===== config.mk =====
export PLATFORM = sky130hd
export DESIGN_NAME = scalar_kalman_multichannel
export DESIGN_NICKNAME = d
export VERILOG_FILES = /design/src/rtl/skm_pkg.sv /design/src/rtl/skm_store.sv /design/src/rtl/skm_sdiv.sv /design/src/rtl/skm_smac.sv /design/src/rtl/scalar_kalman_multichannel.sv
export SDC_FILE = /design/constraint.sdc
export NUM_CORES = 2
export LEC_CHECK = 0
export CORE_MARGIN = 3
export CORE_UTILIZATION = 46
export CTS_BUF_LIST = sky130_fd_sc_hd__clkbuf_16
export DETAILED_ROUTE_END_ITERATION = 7
export DONT_BUFFER_PORTS = 1
export RECOVER_POWER = 50
export SKIP_LAST_GASP = 1
export SLEW_MARGIN = 30
export SYNTH_ARGS = -nofsm -noshare
export SYNTH_HDL_FRONTEND = slang
export SYNTH_HIERARCHICAL = 1
export SYNTH_SLANG_ARGS = --single-unit

===== constraint.sdc =====
create_clock -name clk -period 8.9 [get_ports clk]
set_input_delay 0.445 -clock clk [delete_from_list [all_inputs] [get_ports clk]]
set_output_delay 0.445 -clock clk [all_outputs]
set_load 0.03 [all_outputs]

===== src/rtl/skm_pkg.sv =====
// Shared constants, register indexes and control structs of the multichannel
// scalar Kalman smoother. No dependencies; every other file of the block uses it.
`default_nettype none

package skm_pkg;

  // Field widths
  localparam int CW = 5;   // channel index
  localparam int SW = 16;  // sample
  localparam int EW = 32;  // estimate, signed Q16.16
  localparam int VW = 24;  // variance and noise registers, unsigned Q8.16
  localparam int KW = 17;  // gain, Q0.16 plus the bit that carries 1.0

  localparam int CHANNELS_DEF = 32;

  localparam logic [VW-1:0] Q_RESET = 24'd1442;
  localparam logic [VW-1:0] R_RESET = 24'd40436;
  localparam logic [VW-1:0] VAR_MAX = 24'hFFFFFF;

  // Configuration register indexes
  typedef enum logic {
    CFG_PROCESS_NOISE     = 1'b0,
    CFG_MEASUREMENT_NOISE = 1'b1
  } skm_cfg_idx_t;

  // One quotient bit a cycle, most significant first
  typedef struct packed {
    logic q_valid;
    logic q_bit;
    logic last;
  } skm_div_stat_t;

  // Drive of the shift-add accumulators
  typedef struct packed {
    logic clear;
    logic step;
    logic q_bit;
  } skm_mac_ctl_t;

endpackage

`default_nettype wire


===== src/rtl/skm_store.sv =====
// Per-channel state memory: estimate and variance, one read and one write port.
// Runs a clearing pass after reset. Uses skm_pkg.
`default_nettype none

module skm_store #(
  parameter int CHANNELS = skm_pkg::CHANNELS_DEF,
  parameter int AW       = (CHANNELS > 1) ? $clog2(CHANNELS) : 1
) (
  input  wire logic                    clk,
  input  wire logic                    rst_n,
  input  wire logic                    rd_en,
  input  wire logic [AW-1:0]           rd_addr,
  output logic      [skm_pkg::EW-1:0]  rd_est,
  output logic      [skm_pkg::VW-1:0]  rd_var,
  input  wire logic                    wr_en,
  input  wire logic [AW-1:0]           wr_addr,
  input  wire logic [skm_pkg::EW-1:0]  wr_est,
  input  wire logic [skm_pkg::VW-1:0]  wr_var,
  output logic                         ready
);

  logic [skm_pkg::EW-1:0] est_mem [CHANNELS];
  logic [skm_pkg::VW-1:0] var_mem [CHANNELS];
  logic [skm_pkg::EW-1:0] rd_est_r;
  logic [skm_pkg::VW-1:0] rd_var_r;
  logic                   clearing_r;
  logic [AW-1:0]          clr_addr_r;

  // sweep all entries to zero, one per cycle
  always_ff @(posedge clk) begin
    if (!rst_n) begin
      clearing_r <= 1'b1;
      clr_addr_r <= '0;
    end else if (clearing_r) begin
      clr_addr_r <= clr_addr_r + 1'b1;
      if (clr_addr_r == AW'(CHANNELS - 1)) begin
        clearing_r <= 1'b0;
      end
    end
  end

  always_ff @(posedge clk) begin
    if (clearing_r) begin
      est_mem[clr_addr_r] <= '0;
      var_mem[clr_addr_r] <= '0;
    end else if (wr_en) begin
      est_mem[wr_addr] <= wr_est;
      var_mem[wr_addr] <= wr_var;
    end
  end

  always_ff @(posedge clk) begin
    if (rd_en) begin
      rd_est_r <= est_mem[rd_addr];
      rd_var_r <= var_mem[rd_addr];
    end
  end

  assign rd_est = rd_est_r;
  assign rd_var = rd_var_r;
  assign ready  = !clearing_r;

endmodule

`default_nettype wire


===== src/rtl/skm_sdiv.sv =====
// Bit-serial restoring divider for the gain: floor(pp*65536/divisor), one
// quotient bit per cycle, most significant first. Uses skm_pkg.
`default_nettype none

module skm_sdiv (
  input  wire logic                      clk,
  input  wire logic                      rst_n,
  input  wire logic                      start,
  input  wire logic [skm_pkg::VW-1:0]    pp,
  input  wire logic [skm_pkg::VW:0]      divisor,
  output skm_pkg::skm_div_stat_t         stat
);

  localparam int CNTW = $clog2(skm_pkg::KW);

  logic                   busy_r;
  logic [CNTW-1:0]        cnt_r;
  logic [skm_pkg::VW:0]   rem_r;
  logic                   nbit_r;
  logic [skm_pkg::VW:0]   div_r;
  logic [skm_pkg::VW+1:0] shifted;
  logic [skm_pkg::VW+1:0] trial;
  logic                   ge;
  logic                   last;

  assign shifted = {rem_r, nbit_r};
  assign trial   = shifted - {1'b0, div_r};
  assign ge      = shifted >= {1'b0, div_r};
  assign last    = cnt_r == CNTW'(skm_pkg::KW - 1);

  always_ff @(posedge clk) begin
    if (!rst_n) begin
      busy_r <= 1'b0;
      cnt_r  <= '0;
    end else if (start) begin
      busy_r <= 1'b1;
      cnt_r  <= '0;
    end else if (busy_r) begin
      cnt_r <= cnt_r + 1'b1;
      if (last) begin
        busy_r <= 1'b0;
      end
    end
  end

  // dividend is pp followed by 16 zero bits; the partial remainder starts
  // at pp>>1 so that 17 steps cover the quotient
  always_ff @(posedge clk) begin
    if (start) begin
      rem_r  <= {2'b00, pp[skm_pkg::VW-1:1]};
      nbit_r <= pp[0];
      div_r  <= divisor;
    end else if (busy_r) begin
      rem_r  <= ge ? trial[skm_pkg::VW:0] : shifted[skm_pkg::VW:0];
      nbit_r <= 1'b0;
    end
  end

  assign stat.q_valid = busy_r;
  assign stat.q_bit   = ge && (div_r != '0);  // zero divisor gives zero gain
  assign stat.last    = last;

endmodule

`default_nettype wire


===== src/rtl/skm_smac.sv =====
// Shift-add accumulator fed one multiplier bit per cycle, most significant
// first: acc = 2*acc + bit*a. Uses skm_pkg.
`default_nettype none

module skm_smac #(
  parameter int WA = 33
) (
  input  wire logic                              clk,
  input  wire skm_pkg::skm_mac_ctl_t             ctl,
  input  wire logic signed [WA-1:0]              a,
  output logic signed [WA+skm_pkg::KW-1:0]       acc
);

  logic signed [WA+skm_pkg::KW-1:0] acc_r;
  logic signed [WA+skm_pkg::KW-1:0] a_ext;

  assign a_ext = {{skm_pkg::KW{a[WA-1]}}, a};

  always_ff @(posedge clk) begin
    if (ctl.clear) begin
      acc_r <= '0;
    end else if (ctl.step) begin
      acc_r <= (acc_r <<< 1) + (ctl.q_bit ? a_ext : '0);
    end
  end

  assign acc = acc_r;

endmodule

`default_nettype wire


===== src/rtl/scalar_kalman_multichannel.sv =====
// Multichannel scalar Kalman smoother, top level: config registers, sequencer,
// output register. Instantiates skm_store, skm_sdiv and skm_smac; uses skm_pkg.
//
// Usage:
//   Input words carry a channel index and a signed 16-bit sample; each word
//   yields exactly one output word with the channel echoed and the new
//   estimate in signed Q16.16. Words are taken when tvalid and tready are high.
//   Process and measurement noise are written through cfg_* while idle.
// Sequence:
//   A channel that is unstarted (stored estimate zero) or out of range
//   passes ST_LOAD and then ST_FIN, which hands the result to the output
//   register and raises out_tvalid. A started channel passes ST_LOAD, ST_PREP,
//   ST_DIV and ST_FIN and runs a one-bit-per-cycle gain division in ST_DIV
//   with both products accumulated alongside it. in_tready is high only in
//   ST_IDLE, so a new word is taken only once ST_FIN has handed over the result.
// Reset:
//   rst_n is synchronous, active low. Noise registers return to their reset
//   values, and a clearing pass zeroes the state memory; in_tready stays low
//   during that pass.
// Stall:
//   The result waits in an output register; the next word is still accepted.
//   A result finishing while that register is full holds until it drains.
`default_nettype none

module scalar_kalman_multichannel #(
  parameter int CHANNELS = skm_pkg::CHANNELS_DEF
) (
  input  wire logic        clk,
  input  wire logic        rst_n,
  // input: [4:0] channel, [20:5] sample, [23:21] zero
  input  wire logic        in_tvalid,
  output logic             in_tready,
  input  wire logic [23:0] in_tdata,
  // output: [4:0] out_channel, [36:5] estimate, [39:37] zero
  output logic             out_tvalid,
  input  wire logic        out_tready,
  output logic [39:0]      out_tdata,
  // configuration
  input  wire logic        cfg_wr_en,
  input  wire logic        cfg_addr,
  input  wire logic [23:0] cfg_wr_data
);

  localparam int AW = (CHANNELS > 1) ? $clog2(CHANNELS) : 1;
  localparam int CW = skm_pkg::CW;
  localparam int SW = skm_pkg::SW;
  localparam int EW = skm_pkg::EW;
  localparam int VW = skm_pkg::VW;
  localparam int KW = skm_pkg::KW;
  localparam int DW = EW + 1;  // innovation width

  typedef enum logic [2:0] {
    ST_IDLE,
    ST_LOAD,
    ST_PREP,
    ST_DIV,
    ST_FIN
  } state_t;

  state_t                state_r;
  logic [VW-1:0]         q_r;
  logic [VW-1:0]         r_r;
  logic [CW-1:0]         ch_r;
  logic signed [SW-1:0]  sample_r;
  logic                  in_range_r;
  logic                  started_r;
  logic [EW-1:0]         x_r;
  logic [VW-1:0]         var_r;
  logic [VW-1:0]         pp_r;
  logic signed [DW-1:0]  diff_r;
  logic                  out_valid_r;
  logic [CW-1:0]         out_ch_r;
  logic [EW-1:0]         out_est_r;

  logic [CW-1:0]         in_ch;
  logic [SW-1:0]         in_sample;
  logic                  in_fire;
  logic                  in_range;
  logic [AW+CW-1:0]      in_ch_ext;
  logic [AW+CW-1:0]      ch_ext;
  logic                  st_ready;
  logic [EW-1:0]         rd_est;
  logic [VW-1:0]         rd_var;
  logic                  mem_we;
  logic [EW-1:0]         wr_est;
  logic [VW-1:0]         wr_var;
  logic [VW:0]           pp_sum;
  logic [VW-1:0]         pp_sat;
  logic [VW:0]           divisor;
  logic [EW-1:0]         meas;
  logic signed [DW-1:0]  diff_nxt;
  logic                  fin_go;
  logic [EW-1:0]         res;
  logic [VW+15:0]        var_diff;
  logic [VW-1:0]         var_new;
  logic signed [VW:0]    pp_signed;
  logic signed [DW+KW-1:0] kx_acc;
  logic signed [VW+KW:0]   kp_acc;

  skm_pkg::skm_div_stat_t div_stat;
  skm_pkg::skm_mac_ctl_t  mac_ctl;

  assign in_ch     = in_tdata[CW-1:0];
  assign in_sample = in_tdata[CW+SW-1:CW];
  assign in_tready = (state_r == ST_IDLE) && st_ready;
  assign in_fire   = in_tvalid && in_tready;
  assign in_range  = 32'(in_ch) < 32'(CHANNELS);
  assign in_ch_ext = {{AW{1'b0}}, in_ch};
  assign ch_ext    = {{AW{1'b0}}, ch_r};

  // configuration writes
  always_ff @(posedge clk) begin
    if (!rst_n) begin
      q_r <= skm_pkg::Q_RESET;
      r_r <= skm_pkg::R_RESET;
    end else if (cfg_wr_en) begin
      case (cfg_addr)
        skm_pkg::CFG_PROCESS_NOISE:     q_r <= cfg_wr_data;
        skm_pkg::CFG_MEASUREMENT_NOISE: r_r <= cfg_wr_data;
        default: ;
      endcase
    end
  end

  skm_store #(
    .CHANNELS (CHANNELS),
    .AW       (AW)
  ) u_store (
    .clk     (clk),
    .rst_n   (rst_n),
    .rd_en   (in_fire && in_range),
    .rd_addr (in_ch_ext[AW-1:0]),
    .rd_est  (rd_est),
    .rd_var  (rd_var),
    .wr_en   (mem_we),
    .wr_addr (ch_ext[AW-1:0]),
    .wr_est  (wr_est),
    .wr_var  (wr_var),
    .ready   (st_ready)
  );

  // predicted variance, saturated at full scale
  assign pp_sum = {1'b0, rd_var} + {1'b0, q_r};
  assign pp_sat = pp_sum[VW] ? skm_pkg::VAR_MAX : pp_sum[VW-1:0];

  // measurement in Q16.16 and innovation
  assign meas     = {sample_r, 16'h0000};
  assign diff_nxt = {meas[EW-1], meas} - {x_r[EW-1], x_r};
  assign divisor  = {1'b0, pp_r} + {1'b0, r_r};

  skm_sdiv u_div (
    .clk     (clk),
    .rst_n   (rst_n),
    .start   (state_r == ST_PREP),
    .pp      (pp_r),
    .divisor (divisor),
    .stat    (div_stat)
  );

  // both products take the gain bits as the divider produces them
  assign mac_ctl.clear = (state_r == ST_PREP);
  assign mac_ctl.step  = div_stat.q_valid;
  assign mac_ctl.q_bit = div_stat.q_bit;
  assign pp_signed     = {1'b0, pp_r};

  skm_smac #(.WA (DW)) u_mac_x (
    .clk (clk),
    .ctl (mac_ctl),
    .a   (diff_r),
    .acc (kx_acc)
  );

  skm_smac #(.WA (VW + 1)) u_mac_p (
    .clk (clk),
    .ctl (mac_ctl),
    .a   (pp_signed),
    .acc (kp_acc)
  );

  // x + floor(K*diff/65536), wrapped to 32 bits
  assign res = started_r ? (x_r + kx_acc[EW+15:16]) : meas;
  // (65536-K)*pp >> 16 as (pp<<16 - K*pp) >> 16
  assign var_diff = {pp_r, 16'h0000} - kp_acc[VW+15:0];
  assign var_new  = var_diff[VW+15:16];

  assign fin_go = (state_r == ST_FIN) && (!out_valid_r || out_tready);
  assign mem_we = fin_go && in_range_r;
  assign wr_est = res;
  assign wr_var = started_r ? var_new : var_r;

  always_ff @(posedge clk) begin
    if (!rst_n) begin
      state_r     <= ST_IDLE;
      out_valid_r <= 1'b0;
    end else begin
      if (fin_go) begin
        out_valid_r <= 1'b1;
      end else if (out_tready) begin
        out_valid_r <= 1'b0;
      end
      case (state_r)
        ST_IDLE: begin
          if (in_fire) begin
            state_r <= ST_LOAD;
          end
        end
        ST_LOAD: begin
          state_r <= (in_range_r && (rd_est != '0)) ? ST_PREP : ST_FIN;
        end
        ST_PREP: begin
          state_r <= ST_DIV;
        end
        ST_DIV: begin
          if (div_stat.q_valid && div_stat.last) begin
            state_r <= ST_FIN;
          end
        end
        ST_FIN: begin
          if (fin_go) begin
            state_r <= ST_IDLE;
          end
        end
        default: state_r <= ST_IDLE;
      endcase
    end
  end

  // payload registers
  always_ff @(posedge clk) begin
    if (in_fire) begin
      ch_r       <= in_ch;
      sample_r   <= in_sample;
      in_range_r <= in_range;
    end
    if (state_r == ST_LOAD) begin
      started_r <= in_range_r && (rd_est != '0);
      x_r       <= rd_est;
      var_r     <= rd_var;
      pp_r      <= pp_sat;
    end
    if (state_r == ST_PREP) begin
      diff_r <= diff_nxt;
    end
    if (fin_go) begin
      out_ch_r  <= ch_r;
      out_est_r <= res;
    end
  end

  assign out_tvalid = out_valid_r;
  assign out_tdata  = {3'b000, out_est_r, out_ch_r};

  // divider only runs while the sequencer waits on it
  a_div_in_div: assert property (@(posedge clk) disable iff (!rst_n)
    div_stat.q_valid |-> state_r == ST_DIV)
    else $error("divider active outside division");

  // the last gain bit hands over to the finish step
  a_div_last_fin: assert property (@(posedge clk) disable iff (!rst_n)
    div_stat.q_valid && div_stat.last |=> state_r == ST_FIN)
    else $error("finish step missed after last gain bit");

  // a gain of at most one never grows the variance above its prediction
  a_var_bound: assert property (@(posedge clk) disable iff (!rst_n)
    (state_r == ST_FIN) && started_r |-> var_new <= pp_r)
    else $error("updated variance above predicted variance");

  // state is written only when a result is handed to the output register
  a_we_fin: assert property (@(posedge clk) disable iff (!rst_n)
    mem_we |=> out_valid_r && (state_r == ST_IDLE))
    else $error("state write without a result");

endmodule

`default_nettype wire


==> summary.txt <==
Synth
  • Mapped Cells: ~7000
  • Post-Syn Area: 98600 um^2
  • YS warnings: 6
  • Mapped Avg Cell Area: about 14 um^2

Setup path
  • Worst Path Buf+Inv: 4
  • Worst endpoint required time: 9.38 ns
  • CP most frequent cell: clkbuf_1
  • Crit-path slowest cell: clkbuf_1
  • Crit path max fanout: 31
  • Critical Path End Type: flip-flop
  • Setup CP Type: flip-flop to flip-flop
  • Critical Path AT: 7.84 ns
  • Startpoint types: flip-flop
  • Critical path, cell by cell: nand2b_1 -> and3_1 -> clkbuf_1 -> a32oi_1 -> clkbuf_1 -> nor2_4 -> clkbuf_1 -> buf_4
  • Delay-heaviest family, CP: buffers and inverters
  • Max stage delay on crit path: 1.97 ns

Routing
  • Iter 0 DRT Violations: 6038
  • DR vias: roughly 60000
  • DR vias/cell: 5.96
  • Drt first pass iters: 6
  • Final wirelength: 270 mm
  • DR WL/cell: roughly 27 um
  • Remaining antenna violation count: 0
  • Residual DRC: 0

Flow run
  • Max Cap Viol: 50

STA
  • Slew Viols, Final: 2044
  • # setup viols final: 0
  • Minimum clock period: 7.36 ns
  • Tcrit/Tclk final: 0.827
  • Max-Slew Margin vs Limit: -2.09
  • Max Fclk: 136 MHz
  • Setup TNS: 0 ns
  • Final Hold Fails: 0
  • Worst slew pin tran: 4.64 ns
  • RSZ-0062 raised after global routing: false
  • Fin Clk Skew: 0.0337 ns

Clock network
  • Post-CTS Resized: 0
  • Skew-Pair Late Insertion Delay: 0.87 ns
  • Max Root-Sink Buffers: 3
  • # hold bufs at CTS: 54
  • CTS tree: done
  • Clk sinks: 2223
  • CTS Buf Count: around 220
  • Clock root buffer: clkbuf_16
  • # Post-CTS Setup Buffers: 0
  • H-Tree Depth: 4
  • Clock transition at path regs: 0.07 ns

Floorplan
  • Die ar.: 220000 um^2
  • Die Width: between 400 and 500 um
  • Die Y: 469 um
  • Core ar.: between 200000 and 250000 um^2
  • Total I/O pin count: 96
  • Initial Utilization: 0.464
  • Rows: 169

Placement
  • DP Wirelength: 155 mm
  • I/O Buffers: 0
  • GP Congestion: 0.910

Run status
  • Failing checks: capacitance limit, slew limit
  • Status: finished, violations left

Final layout
  • Share of layout cells above drive strength 1: 0.0742
  • Final Net Count: 7270
  • Fillers: 17908
  • Final core occ: 0.510
  • Layout area overhead: 10.0%

Pwr
  • Sw Pwr: 6.94 mW
  • Power share of the clock group: 0.357
  • Sw Share: 0.276
  • Sequential share of power: 0.477
  • Worst vdd ir: 223 uV
  • Pwr per Cell Area: 232 nW/um^2
  • Pint: 18.2 mW
  • Combinational fraction of design power: 0.166
  • Static leakage power: just under 40 nW

Global route
  • Gr ovfl total: 0
  • Largest net degree at the start of global routing: 898
  • Vias in the first global route: 57381
  • Antenna violations before repair: 24
  • First-pass GRT wire length: 391 mm
  • Total GRT Usage: 0.241

Min path
  • Worst Hold Class: input pin to flip-flop
-- path summary, 6_finish.rpt --
| kind | cells past startpoint | slack (ns) | to | startpoint |
|---|---|---|---|---|
| worst max register to register | 8 | 1.54 | u_store/var_mem[30][16] | out_tvalid |
| worst min register to register | 0 | 0.45 | x_r[4] | u_store/rd_est[4] |
| worst max-delay path | 8 | 1.54 | u_store/var_mem[30][16] | out_tvalid |
| worst min-delay path | 4 | 0.06 | u_store/rd_est[10] | in_tdata[1] |
-- cells in the final DEF, fill, tap and decap left out, types with 48 or more instances in the layout --
master,instances
clkbuf_1,48
dlygate4sd3_1,54
a22oi_1,170
a21oi_1,392
buf_4,52
nand2_1,502
a31oi_1,88
clkinv_1,57
xor2_1,77
and2_1,72
o21ai_0,136
dfxtp_1,153
clkinv_2,54
inv_1,165
nor3_1,112
edfxtp_1,2069
ha_1,202
clkbuf_16,223
xnor2_1,134
mux2i_1,962
nor2_1,244
a21o_1,95
a22o_1,114
nand3_1,265
-- per-stage QoR --
stage	hold WS, ns	std cells	cell area, um^2	power (mW)	setup slack [ns]
after floorplan	0.427	6999	98600	15.1	2.23
after global placement	0.435	9546	101000	16.2	2.87
after detailed placement	0.440	9551	101000	16.3	2.94
after CTS	0.0373	10015	109000	25.3	2.91
after global routing	0.0662	10023	108000	26.1	1.31
final	0.0632	10030	108000	25.1	1.54
-- cell type report --
class / instances / area [um^2] / area share
diodes: 12 / 30.0 / 0.000277
clock buffers: 223 / 5580 / 0.0514
clock inverters: 187 / 1400 / 0.0129
inverters: 135 / 507 / 0.00467
multi-input cells: 4267 / 31000 / 0.285
flip-flops and latches: 2223 / 65200 / 0.601
well taps: 2821 / 3530 / 0.0325
repair buffers: 162 / 1250 / 0.0115
-- metal layers --
metal	track usage	routed length (um)
met2	0.394	129000
met3	0.0327	17600
met5	0	13
met1	0.342	118000
met4	0.0553	5530
-- tightest hold or removal path, stage by stage --
cell	delay, ns
mux2i_1	0.09
nand2_1	0.06
nand3_1	0.06
nand3_1	0.08
-- power groups by stage --
stage          clock (mW)  sequential [mW]  combinational [mW]
6_report             8.98             12.0                4.16
2_1_floorplan           0             12.0                3.15
3_3_place_gp            0             12.2                4.03
3_5_place_dp            0             12.2                4.05
4_1_cts              9.15             12.0                4.10
5_1_grt              9.56             12.0                4.52
-- sequential cells by signal, indices dropped and copies added, names as in the netlist, 3 cells and up --
name and flops:
u_store/est_mem 1024, u_store/var_mem 768, u_mac_x/acc 48, u_mac_p/acc 40
diff_r 33, out_est_r 32, u_store/rd_est 32, x_r 32
u_div/div_r 25, u_div/rem_r 25, pp_r 24, q_r 24
r_r 24, u_store/rd_var 24, var_r 24, sample_r 16
ch_r 5, out_ch_r 5, u_div/cnt_r 5, u_store/clr_addr_r 5
state_r 3
No activity file was read; power rests on OpenSTA's default activity.
